### src/rtl/aics_pkg.sv
`default_nettype none
package aics_pkg;

  localparam int unsigned ModeW = 3;
  localparam int unsigned CountOutW = 7;

  localparam logic [ModeW-1:0] MODE_CLEAR = 3'd0;
  localparam logic [ModeW-1:0] MODE_ADD   = 3'd1;
  localparam logic [ModeW-1:0] MODE_RANGE = 3'd2;
  localparam logic [ModeW-1:0] MODE_ANGLE = 3'd3;
  localparam logic [ModeW-1:0] MODE_FULL  = 3'd4;

endpackage
`default_nettype wire

### src/rtl/aics_mem.sv
`default_nettype none
module aics_mem #(
  parameter int unsigned DEPTH = 64,
  parameter int unsigned WIDTH = 32
) (
  input  wire logic                     clk_i,
  input  wire logic                     we_i,
  input  wire logic [$clog2(DEPTH)-1:0] waddr_i,
  input  wire logic [WIDTH-1:0]         wdata_i,
  input  wire logic [$clog2(DEPTH)-1:0] raddr_i,
  output logic      [WIDTH-1:0]         rdata_o
);

  logic [WIDTH-1:0] mem_q [DEPTH];

  always_ff @(posedge clk_i) begin
    if (we_i) begin
      mem_q[waddr_i] <= wdata_i;
    end
    rdata_o <= mem_q[raddr_i];
  end

endmodule
`default_nettype wire

### src/rtl/angular_interval_coverage_set.sv
// Channel   | Direction | Handshake          | Payload
// command   | in        | start / busy       | mode_i, start_angle_i, end_angle_i
// result    | out       | done_o (strobe)    | visible_o, full_res_o, overflow_o,
//           |           |                    | entry_count_o
// config    | in        | cfg_we_i           | cfg_wdata_i
//
// The table lives in one memory with a registered read; each entry visit reads the entry, then acts on it.
// A query visits each stored entry in turn, and an add works through containment, compaction,
// merge scan and shift as far as each piece needs, twice for a wrap, and then finishes. Clear
// and full queries go straight to the finish step. The result beat lasts one cycle and cannot
// be stalled; busy drops in the cycle the result is shown.
// Reset empties the table.
`default_nettype none
module angular_interval_coverage_set #(
  parameter int unsigned MAX_INTERVALS = 64,
  parameter int unsigned ANGLE_BITS    = 16
) (
  input  wire logic                          clk_i,
  input  wire logic                          rst_ni,
  input  wire logic                          start,
  output logic                               busy,
  input  wire logic [aics_pkg::ModeW-1:0]    mode_i,
  input  wire logic [ANGLE_BITS-1:0]         start_angle_i,
  input  wire logic [ANGLE_BITS-1:0]         end_angle_i,
  output logic                               done_o,
  output logic                               visible_o,
  output logic                               full_res_o,
  output logic                               overflow_o,
  output logic [aics_pkg::CountOutW-1:0]     entry_count_o,
  input  wire logic                          cfg_we_i,
  input  wire logic                          cfg_wdata_i
);

  localparam int unsigned AB = ANGLE_BITS;
  localparam int unsigned CW = $clog2(MAX_INTERVALS + 1);
  localparam int unsigned AW = $clog2(MAX_INTERVALS);
  localparam logic [AB-1:0] AMAX = {AB{1'b1}};
  localparam logic [CW-1:0] CMAX = CW'(MAX_INTERVALS);
  localparam logic [CW-1:0] ONE = CW'(1);

  typedef enum logic [3:0] {
    S_IDLE, S_PIECE, S_CONT, S_SWAL, S_MRG, S_NXT, S_DROP, S_SHUP, S_NEXT, S_QRY, S_FIN
  } state_e;

  state_e                 state_q, state_d;
  logic                   ph_q, ph_d;
  logic [CW-1:0]          idx_q, idx_d, wr_q, wr_d, count_q, count_d, spot_q, spot_d;
  logic                   cd_q;
  logic [aics_pkg::ModeW-1:0] mode_q, mode_d;
  logic [AB-1:0]          pa_q, pa_d, pb_q, pb_d, bsave_q, bsave_d, es_q, es_d;
  logic                   pend_q, pend_d, wrap_q, wrap_d, have_q, have_d;
  logic                   cov1_q, cov1_d, cov2_q, cov2_d;
  logic                   vis_q, vis_d, full_q, full_d, ovf_q, ovf_d, done_q, done_d;

  logic                   we;
  logic [AW-1:0]          waddr, raddr;
  logic [2*AB-1:0]        wdata, rdata;
  logic [AB-1:0]          rs, re, e1;
  logic [CW-1:0]          idx_inc, wr_inc, wr_n, spot_n;
  logic                   last, keep, have_n, c1, c2, hit, cov1_n, cov2_n;
  logic [CW+aics_pkg::CountOutW-1:0] count_ext;

  aics_mem #(
    .DEPTH(MAX_INTERVALS),
    .WIDTH(2 * AB)
  ) u_mem (
    .clk_i  (clk_i),
    .we_i   (we),
    .waddr_i(waddr),
    .wdata_i(wdata),
    .raddr_i(raddr),
    .rdata_o(rdata)
  );

  assign rs = rdata[2*AB-1:AB];
  assign re = rdata[AB-1:0];
  assign idx_inc = idx_q + ONE;
  assign wr_inc = wr_q + ONE;
  assign last = (idx_inc == count_q);
  assign keep = !((rs >= pa_q) && (re <= pb_q));
  assign wr_n = wr_q + {{(CW-1){1'b0}}, keep};
  assign have_n = have_q | (rs < pb_q);
  assign spot_n = (rs < pb_q) ? idx_q : spot_q;
  assign e1 = wrap_q ? AMAX : pb_q;
  assign c1 = (rs <= pa_q) && (re >= e1);
  assign c2 = (rs == '0) && (re >= pb_q);
  assign hit = (pa_q > rs) && (pa_q < re);
  assign cov1_n = cov1_q | ((mode_q == aics_pkg::MODE_ANGLE) ? hit : c1);
  assign cov2_n = cov2_q | c2;

  always_comb begin
    state_d = state_q;
    ph_d = ph_q;
    idx_d = idx_q;
    wr_d = wr_q;
    count_d = count_q;
    spot_d = spot_q;
    mode_d = mode_q;
    pa_d = pa_q;
    pb_d = pb_q;
    bsave_d = bsave_q;
    es_d = es_q;
    pend_d = pend_q;
    wrap_d = wrap_q;
    have_d = have_q;
    cov1_d = cov1_q;
    cov2_d = cov2_q;
    vis_d = vis_q;
    full_d = full_q;
    ovf_d = ovf_q;
    done_d = 1'b0;
    we = 1'b0;
    waddr = idx_q[AW-1:0];
    wdata = {pa_q, pb_q};
    raddr = idx_q[AW-1:0];
    unique case (state_q)
      S_IDLE: begin
        if (start) begin
          mode_d = mode_i;
          vis_d = 1'b0;
          ovf_d = 1'b0;
          pa_d = start_angle_i;
          pb_d = end_angle_i;
          bsave_d = end_angle_i;
          idx_d = '0;
          ph_d = 1'b0;
          pend_d = 1'b0;
          wrap_d = start_angle_i > end_angle_i;
          cov1_d = 1'b0;
          cov2_d = 1'b0;
          unique case (mode_i) inside
            aics_pkg::MODE_CLEAR: begin
              count_d = '0;
              state_d = S_FIN;
            end
            aics_pkg::MODE_ADD: begin
              if (start_angle_i > end_angle_i) begin
                pb_d = AMAX;
                pend_d = 1'b1;
              end
              state_d = S_PIECE;
            end
            aics_pkg::MODE_RANGE, aics_pkg::MODE_ANGLE: begin
              state_d = S_QRY;
            end
            default: begin
              state_d = S_FIN;
            end
          endcase
        end
      end
      S_PIECE: begin
        idx_d = '0;
        ph_d = 1'b0;
        if (count_q == '0) begin
          we = 1'b1;
          waddr = '0;
          count_d = ONE;
          state_d = S_NEXT;
        end else begin
          state_d = S_CONT;
        end
      end
      S_CONT: begin
        ph_d = !ph_q;
        if (ph_q) begin
          if ((rs <= pa_q) && (re >= pb_q)) begin
            state_d = S_NEXT;
          end else if (last) begin
            idx_d = '0;
            wr_d = '0;
            state_d = S_SWAL;
          end else begin
            idx_d = idx_inc;
          end
        end
      end
      S_SWAL: begin
        ph_d = !ph_q;
        if (ph_q) begin
          we = keep;
          waddr = wr_q[AW-1:0];
          wdata = rdata;
          wr_d = wr_n;
          idx_d = idx_inc;
          if (last) begin
            count_d = wr_n;
            idx_d = '0;
            have_d = 1'b0;
            spot_d = '0;
            state_d = (wr_n == '0) ? S_SHUP : S_MRG;
            wr_d = (wr_n == '0) ? '0 : wr_n;
          end
        end
      end
      S_MRG: begin
        ph_d = !ph_q;
        if (ph_q) begin
          have_d = have_n;
          spot_d = spot_n;
          if ((rs >= pa_q) && (rs <= pb_q)) begin
            we = 1'b1;
            wdata = {pa_q, re};
            state_d = S_NEXT;
          end else if ((re >= pa_q) && (re <= pb_q)) begin
            wr_d = idx_q;
            es_d = rs;
            if (idx_inc < count_q) begin
              state_d = S_NXT;
            end else begin
              we = 1'b1;
              wdata = {rs, pb_q};
              state_d = S_NEXT;
            end
          end else if (last) begin
            if (count_q >= CMAX) begin
              ovf_d = 1'b1;
              state_d = S_NEXT;
            end else begin
              wr_d = have_n ? (spot_n + ONE) : '0;
              idx_d = count_q;
              state_d = S_SHUP;
            end
          end else begin
            idx_d = idx_inc;
          end
        end
      end
      S_NXT: begin
        ph_d = !ph_q;
        raddr = wr_inc[AW-1:0];
        if (ph_q) begin
          we = 1'b1;
          waddr = wr_q[AW-1:0];
          if (rs <= pb_q) begin
            wdata = {es_q, re};
            idx_d = wr_inc;
            state_d = S_DROP;
          end else begin
            wdata = {es_q, pb_q};
            state_d = S_NEXT;
          end
        end
      end
      S_DROP: begin
        raddr = idx_inc[AW-1:0];
        if (!ph_q) begin
          if (idx_inc >= count_q) begin
            count_d = count_q - ONE;
            state_d = S_NEXT;
          end else begin
            ph_d = 1'b1;
          end
        end else begin
          we = 1'b1;
          wdata = rdata;
          idx_d = idx_inc;
          ph_d = 1'b0;
        end
      end
      S_SHUP: begin
        raddr = idx_q[AW-1:0] - AW'(1);
        if (!ph_q) begin
          if (idx_q == wr_q) begin
            we = 1'b1;
            count_d = count_q + ONE;
            state_d = S_NEXT;
          end else begin
            ph_d = 1'b1;
          end
        end else begin
          we = 1'b1;
          wdata = rdata;
          idx_d = idx_q - ONE;
          ph_d = 1'b0;
        end
      end
      S_NEXT: begin
        ph_d = 1'b0;
        if (pend_q) begin
          pend_d = 1'b0;
          pa_d = '0;
          pb_d = bsave_q;
          state_d = S_PIECE;
        end else begin
          state_d = S_FIN;
        end
      end
      S_QRY: begin
        if (!ph_q) begin
          if (count_q == '0) begin
            vis_d = 1'b1;
            state_d = S_FIN;
          end else begin
            ph_d = 1'b1;
          end
        end else begin
          ph_d = 1'b0;
          cov1_d = cov1_n;
          cov2_d = cov2_n;
          idx_d = idx_inc;
          if (last) begin
            if (mode_q == aics_pkg::MODE_ANGLE) begin
              vis_d = cd_q | !cov1_n;
            end else begin
              vis_d = cd_q | !cov1_n | (wrap_q & !cov2_n);
            end
            state_d = S_FIN;
          end
        end
      end
      S_FIN: begin
        raddr = '0;
        ph_d = !ph_q;
        if (ph_q) begin
          full_d = !cd_q && (count_q != '0) && (rs == '0) && (re == AMAX);
          done_d = 1'b1;
          state_d = S_IDLE;
        end
      end
      default: begin
        state_d = S_IDLE;
      end
    endcase
  end

  always_ff @(posedge clk_i or negedge rst_ni) begin
    if (!rst_ni) begin
      state_q <= S_IDLE;
      ph_q <= 1'b0;
      idx_q <= '0;
      wr_q <= '0;
      count_q <= '0;
      spot_q <= '0;
      cd_q <= 1'b0;
      mode_q <= '0;
      pa_q <= '0;
      pb_q <= '0;
      bsave_q <= '0;
      es_q <= '0;
      pend_q <= 1'b0;
      wrap_q <= 1'b0;
      have_q <= 1'b0;
      cov1_q <= 1'b0;
      cov2_q <= 1'b0;
      vis_q <= 1'b0;
      full_q <= 1'b0;
      ovf_q <= 1'b0;
      done_q <= 1'b0;
    end else begin
      state_q <= state_d;
      ph_q <= ph_d;
      idx_q <= idx_d;
      wr_q <= wr_d;
      count_q <= count_d;
      spot_q <= spot_d;
      if (cfg_we_i) begin
        cd_q <= cfg_wdata_i;
      end
      mode_q <= mode_d;
      pa_q <= pa_d;
      pb_q <= pb_d;
      bsave_q <= bsave_d;
      es_q <= es_d;
      pend_q <= pend_d;
      wrap_q <= wrap_d;
      have_q <= have_d;
      cov1_q <= cov1_d;
      cov2_q <= cov2_d;
      vis_q <= vis_d;
      full_q <= full_d;
      ovf_q <= ovf_d;
      done_q <= done_d;
    end
  end

  assign count_ext = {{aics_pkg::CountOutW{1'b0}}, count_q};
  assign busy = (state_q != S_IDLE);
  assign done_o = done_q;
  assign visible_o = vis_q;
  assign full_res_o = full_q;
  assign overflow_o = ovf_q;
  assign entry_count_o = count_ext[aics_pkg::CountOutW-1:0];

endmodule
`default_nettype wire

### config.mk
export PLATFORM = sky130hd
export DESIGN_NAME = angular_interval_coverage_set
export DESIGN_NICKNAME = d
export VERILOG_FILES = /design/src/rtl/aics_pkg.sv /design/src/rtl/aics_mem.sv /design/src/rtl/angular_interval_coverage_set.sv
export SDC_FILE = /design/constraint.sdc
export NUM_CORES = 2
export LEC_CHECK = 0
export BUFFER_PORTS_ARGS = -buffer_cell sky130_fd_sc_hd__buf_2
export CAP_MARGIN = 20
export CORE_MARGIN = 10
export CORE_UTILIZATION = 49
export CTS_CLUSTER_SIZE = 14
export DETAILED_ROUTE_END_ITERATION = 8
export HOLD_SLACK_MARGIN = 0.08
export PLACE_DENSITY = 0.67
export SLEW_MARGIN = 20
export SYNTH_ARGS = -nofsm -noshare
export SYNTH_HDL_FRONTEND = slang
export SYNTH_SLANG_ARGS = --single-unit
export TNS_END_PERCENT = 20
### constraint.sdc
create_clock -name clk_i -period 5.65 [get_ports clk_i]
set_clock_uncertainty 0.05 [all_clocks]
set_input_delay 0 -clock clk_i [delete_from_list [all_inputs] [get_ports clk_i]]
set_output_delay 0 -clock clk_i [all_outputs]
set_load 0.03 [all_outputs]
==> key figures <==
STA
  – Actual slew at the worst max-slew pin: about 1.2 ns
  – Final setup margin: 0.502 ns
  – Clock period minus worst slack: roughly 5 ns
  – Setup repair after global routing missed its margin: no
  – Slew Limit Fails: 0
  – Setup-failing EPs final: 0
  – Final hold violations: 0
  – Relative slew margins: 14.9%
  – Maximum operating frequency: 194 MHz
  – Period Utilization, post-route: ~91%
  – Total negative slack for setup checks: 0 ns

Power
  – Total power: a little under 60 mW
  – Leakage power: between 30 and 40 nW
  – IR Drop Worst-Case VDD: roughly 0.58 mV
  – Power density over cell area: about 560 nW/um^2

Yosys
  – Top cells by area, synth: edfxtp_1 67%, mux2i_1 7.3%, nand2_1 4.7%
  – Post-synthesis average cell area: 14.4 sq um
  – Post-synth EDFFs: slightly above 2,000
  – Sequential cell area fraction in the yosys report: about 70%
  – Area fraction of the dominant cell type after synthesis: between 60% and 70%
  – Most repeated cell in the gate-level netlist after synthesis: edfxtp_1
  – Count of distinct cell types in the synthesized netlist: 91
  – Main flop type after synthesis: edfxtp_1
  – Post-Synthesis Cell Area: about 92,000 sq um
  – Flops & latches, synth: roughly 2,200
  – Synth top cells by count: 2,048 x edfxtp_1, 1,154 x nand2_1, 678 x mux2i_1
  – Synthesis Warnings: 0
  – Mapped Nets: between 6,000 and 7,000
  – Post-synth top area cell: edfxtp_1
  – Post-Synthesis Cells: 6,409
  – Share of flip-flops with an asynchronous set or reset after synthesis: between 5 and 6%

Clock tree
  – Clk sinks: roughly 2,200
  – Resized Gates After CTS: 0
  – TritonCTS buffer count: approximately 220
  – # H-tree levels: 4
  – Clock tree from TritonCTS: yes
  – Cell chosen for the clock root: clkbuf_16
  – Buffers inserted during post-CTS setup optimization: 0
  – Clock-pin transition on the worst setup and hold timing paths: 0.06 ns
  – Clk_lat worst skew: between 0.8 and 0.9 ns
  – Maximum clock insertion buffer count: 3

Setup path
  – Startpoint Class: flop
  – Crit path max fanout: 22
  – Required time of the worst setup path: roughly 6.4 ns
  – Gate family responsible for the most delay along the worst path: compound AO/OA/AOI/OAI gates
  – Series of cell instances along the critical path: nand2b_1 -> a21oi_1 -> or3_4 -> buf_12 -> buf_4 -> mux2i_1 -> mux2_2 -> o22ai_1 -> a2111oi_0 -> buf_4 -> nor4_1 -> buf_4
  – Cell type with the highest occurrence count on the critical path: buf_4
  – Critical path buffers and inverters: 4
  – Signal arrival time at the worst endpoint: 5.86 ns
  – End of the worst register-to-register path: u_mem.rdata_o[0]$_DFF_P_
  – Endpoint kind of the worst setup timing path: flop
  – Reg2Reg Depth: 12
  – Startpoint of the most critical register-to-register path: state_q[3]$_DFFE_PN0P_
  – Library cell contributing the largest single delay on the critical path: a2111oi_0
  – Largest incremental delay on the critical path: 1.07 ns
  – Stages on the worst setup path: 12
  – Category of the most critical setup path: flop to flop
  – Setup slack of the most critical reg-to-reg path: approximately 0.50 ns

Final layout
  – Post-route standard cell area excluding fillers: between 100,000 and 150,000 sq um
  – Count of non-filler cells in the finished layout: ~9,400
  – Proportion of layout cells with a drive suffix above 1: approximately 15%
  – Area growth from synthesis to layout: 14.5%
  – Final layout net count: approximately 7,000
  – Fillers: ~14,000

Global routing
  – Global-route usage over all layers: around a quarter
  – Global-route wire length before repair: 385,000 um
  – Number of global-route vias before repair: approximately 55,000
  – Global-route congestion overflow total: 0
  – Initial antenna violation count: 12
  – Pin count of the biggest net entering global routing: 96

Routing
  – Via count: roughly 57,000
  – Routed WL: about 270,000 um
  – Post-detailed-route count of antenna-violating nets: 0
  – Number of design rule violations left after detail routing: 0
  – First-pass iteration count of the detailed router: 6
  – Initial DRC count: roughly 7,300
  – Number of vias per cell: just over 6
  – Final routed wire length divided by cell count: ~28 um

Placed design
  – Worst setup slack before clock tree synthesis: between 0.6 and 0.7 ns
  – Number of buffer cells added on primary ports: 51
  – Post-DP Area: 97,700 sq um
  – RePlAce Congestion: 0.962
  – Estimated wirelength of the detail-placed design: 157,000 um
  – DP Cell Count: between 8,000 and 9,000

Flow run
  – Max Cap Viol: 0

Die
  – FP Rows: 159
  – Core Footprint: ~190,000 sq um
  – Die Y-Extent: roughly 450 um
  – Die Footprint: a little over 200,000 sq um
  – Die span in x: 454 um
  – Starting utilization of the core area: between 40% and 50%
  – Boundary Pins: 52

Outcome
  – Result of the run: finished, final reports clean

Min path
  – Hold WC Path Type: input port to async pin
## what timing repair did
item / 4_1_cts / 5_1_grt
endpoints found under the setup margin: 0 / 0
hold endpoints to repair: 182 / 0
hold buffers: 96 / 0
## placed cells by master (no fill, tap or decap), types with 46 or more instances in the layout
cell type	synthesis	layout
nor3_2	2	51
buf_12	0	73
o22ai_1	69	69
clkinv_1	0	54
mux2i_1	678	678
nand2_1	1154	1152
edfxtp_1	2048	2048
a21oi_1	51	51
nor2_1	70	68
buf_4	72	257
dlygate4sd3_1	0	95
ha_1	114	114
clkbuf_16	0	220
a311oi_1	64	64
buf_2	131	50
inv_1	75	75
a31oi_1	67	67
o21ai_0	96	96
and3_1	197	197
nand3_1	361	361
mux2_2	201	201
dfrtp_1	110	110
a2111oi_0	66	46
## layout make-up
| class | instances | area (sq um) | area share [%] |
|---|---|---|---|
| repair buffers | 476 | 4620 | 4.37 |
| clock buffers | 276 | 5860 | 5.54 |
| clock inverters | 128 | 1200 | 1.13 |
| inverters | 76 | 285 | 0.270 |
| multi-input cells | 3746 | 25800 | 24.4 |
| well taps | 2495 | 3120 | 2.95 |
| diodes | 5 | 12.5 | 0.0118 |
| flip-flops and latches | 2190 | 64900 | 61.4 |
## worst register-to-register path, cell delays in order, from the launching register on
cell and delay [ns]:
dfrtp_1 0.60, nand2b_1 0.45, a21oi_1 0.36, or3_4 0.69, buf_12 0.33, buf_4 0.33, mux2i_1 0.26, mux2_2 0.19
o22ai_1 0.11, a2111oi_0 1.07, buf_4 0.35, nor4_1 0.09, buf_4 0.17
## worst max path at each step
| stage | start | endpoint |
|---|---|---|
| floorplan | idx_q[0]$_DFFE_PN0P_ | u_mem.mem_q[54][0]$_DFFE_PP_ |
| global placement | idx_q[0]$_DFFE_PN0P_ | u_mem.rdata_o[9]$_DFF_P_ |
| detailed placement | state_q[3]$_DFFE_PN0P_ | u_mem.rdata_o[0]$_DFF_P_ |
| CTS | state_q[3]$_DFFE_PN0P_ | u_mem.rdata_o[0]$_DFF_P_ |
| global route | state_q[3]$_DFFE_PN0P_ | u_mem.rdata_o[0]$_DFF_P_ |
| finish | state_q[3]$_DFFE_PN0P_ | u_mem.rdata_o[0]$_DFF_P_ |
## cell families (layout without fill, tap and decap cells)
logic type | after synthesis | count (layout) | share of synthesized area [%]
AO/OA/AOI/OAI | 663 | 663 | 5.32
adder cells (fa/ha/maj) | 115 | 115 | 1.57
flip-flops | 2190 | 2190 | 70.3
AND/OR/NAND/NOR | 2054 | 2054 | 10.1
buffers and inverters | 473 | 956 | 2.58
XOR/XNOR | 34 | 34 | 0.322
multiplexers | 880 | 880 | 9.81
other | 0 | 5 | 0
## metrics by stage
step / utilization [%] / hold WS [ns]
final: 56.4 / 0.171
after CTS: 56.4 / 0.0910
after global placement: 52.0 / 0.0851
after floorplan: - / -0.346
after detailed placement: 52.1 / 0.0935
after global routing: 56.4 / 0.166
## report_power, final
group          leakage [nW]  switching, mW  internal (mW)  total [mW]
Combinational          15.8           15.5           7.55        23.0
Clock                  3.44           6.13           8.14        14.3
Sequential             20.0          0.750           21.1        21.9
## sequential cells by signal (all words and copies together) (netlist names), 3 cells and up
name           flops
u_mem.mem_q     2048
u_mem.rdata_o     32
bsave_q           16
es_q              16
pa_q              16
pb_q              16
entry_count_o      7
idx_q              7
spot_q             7
wr_q               7
state_q            4
mode_q             3
## routing by layer
layer	GRT usage [%]	up-vias	routed length [um]
met5	0	-	59
met4	11.0	8	12700
met3	5.65	532	26600
met2	39.2	2823	122000
met1	34.4	28700	106000
li1	-	25100	-
(Power assumes the default switching activity.)
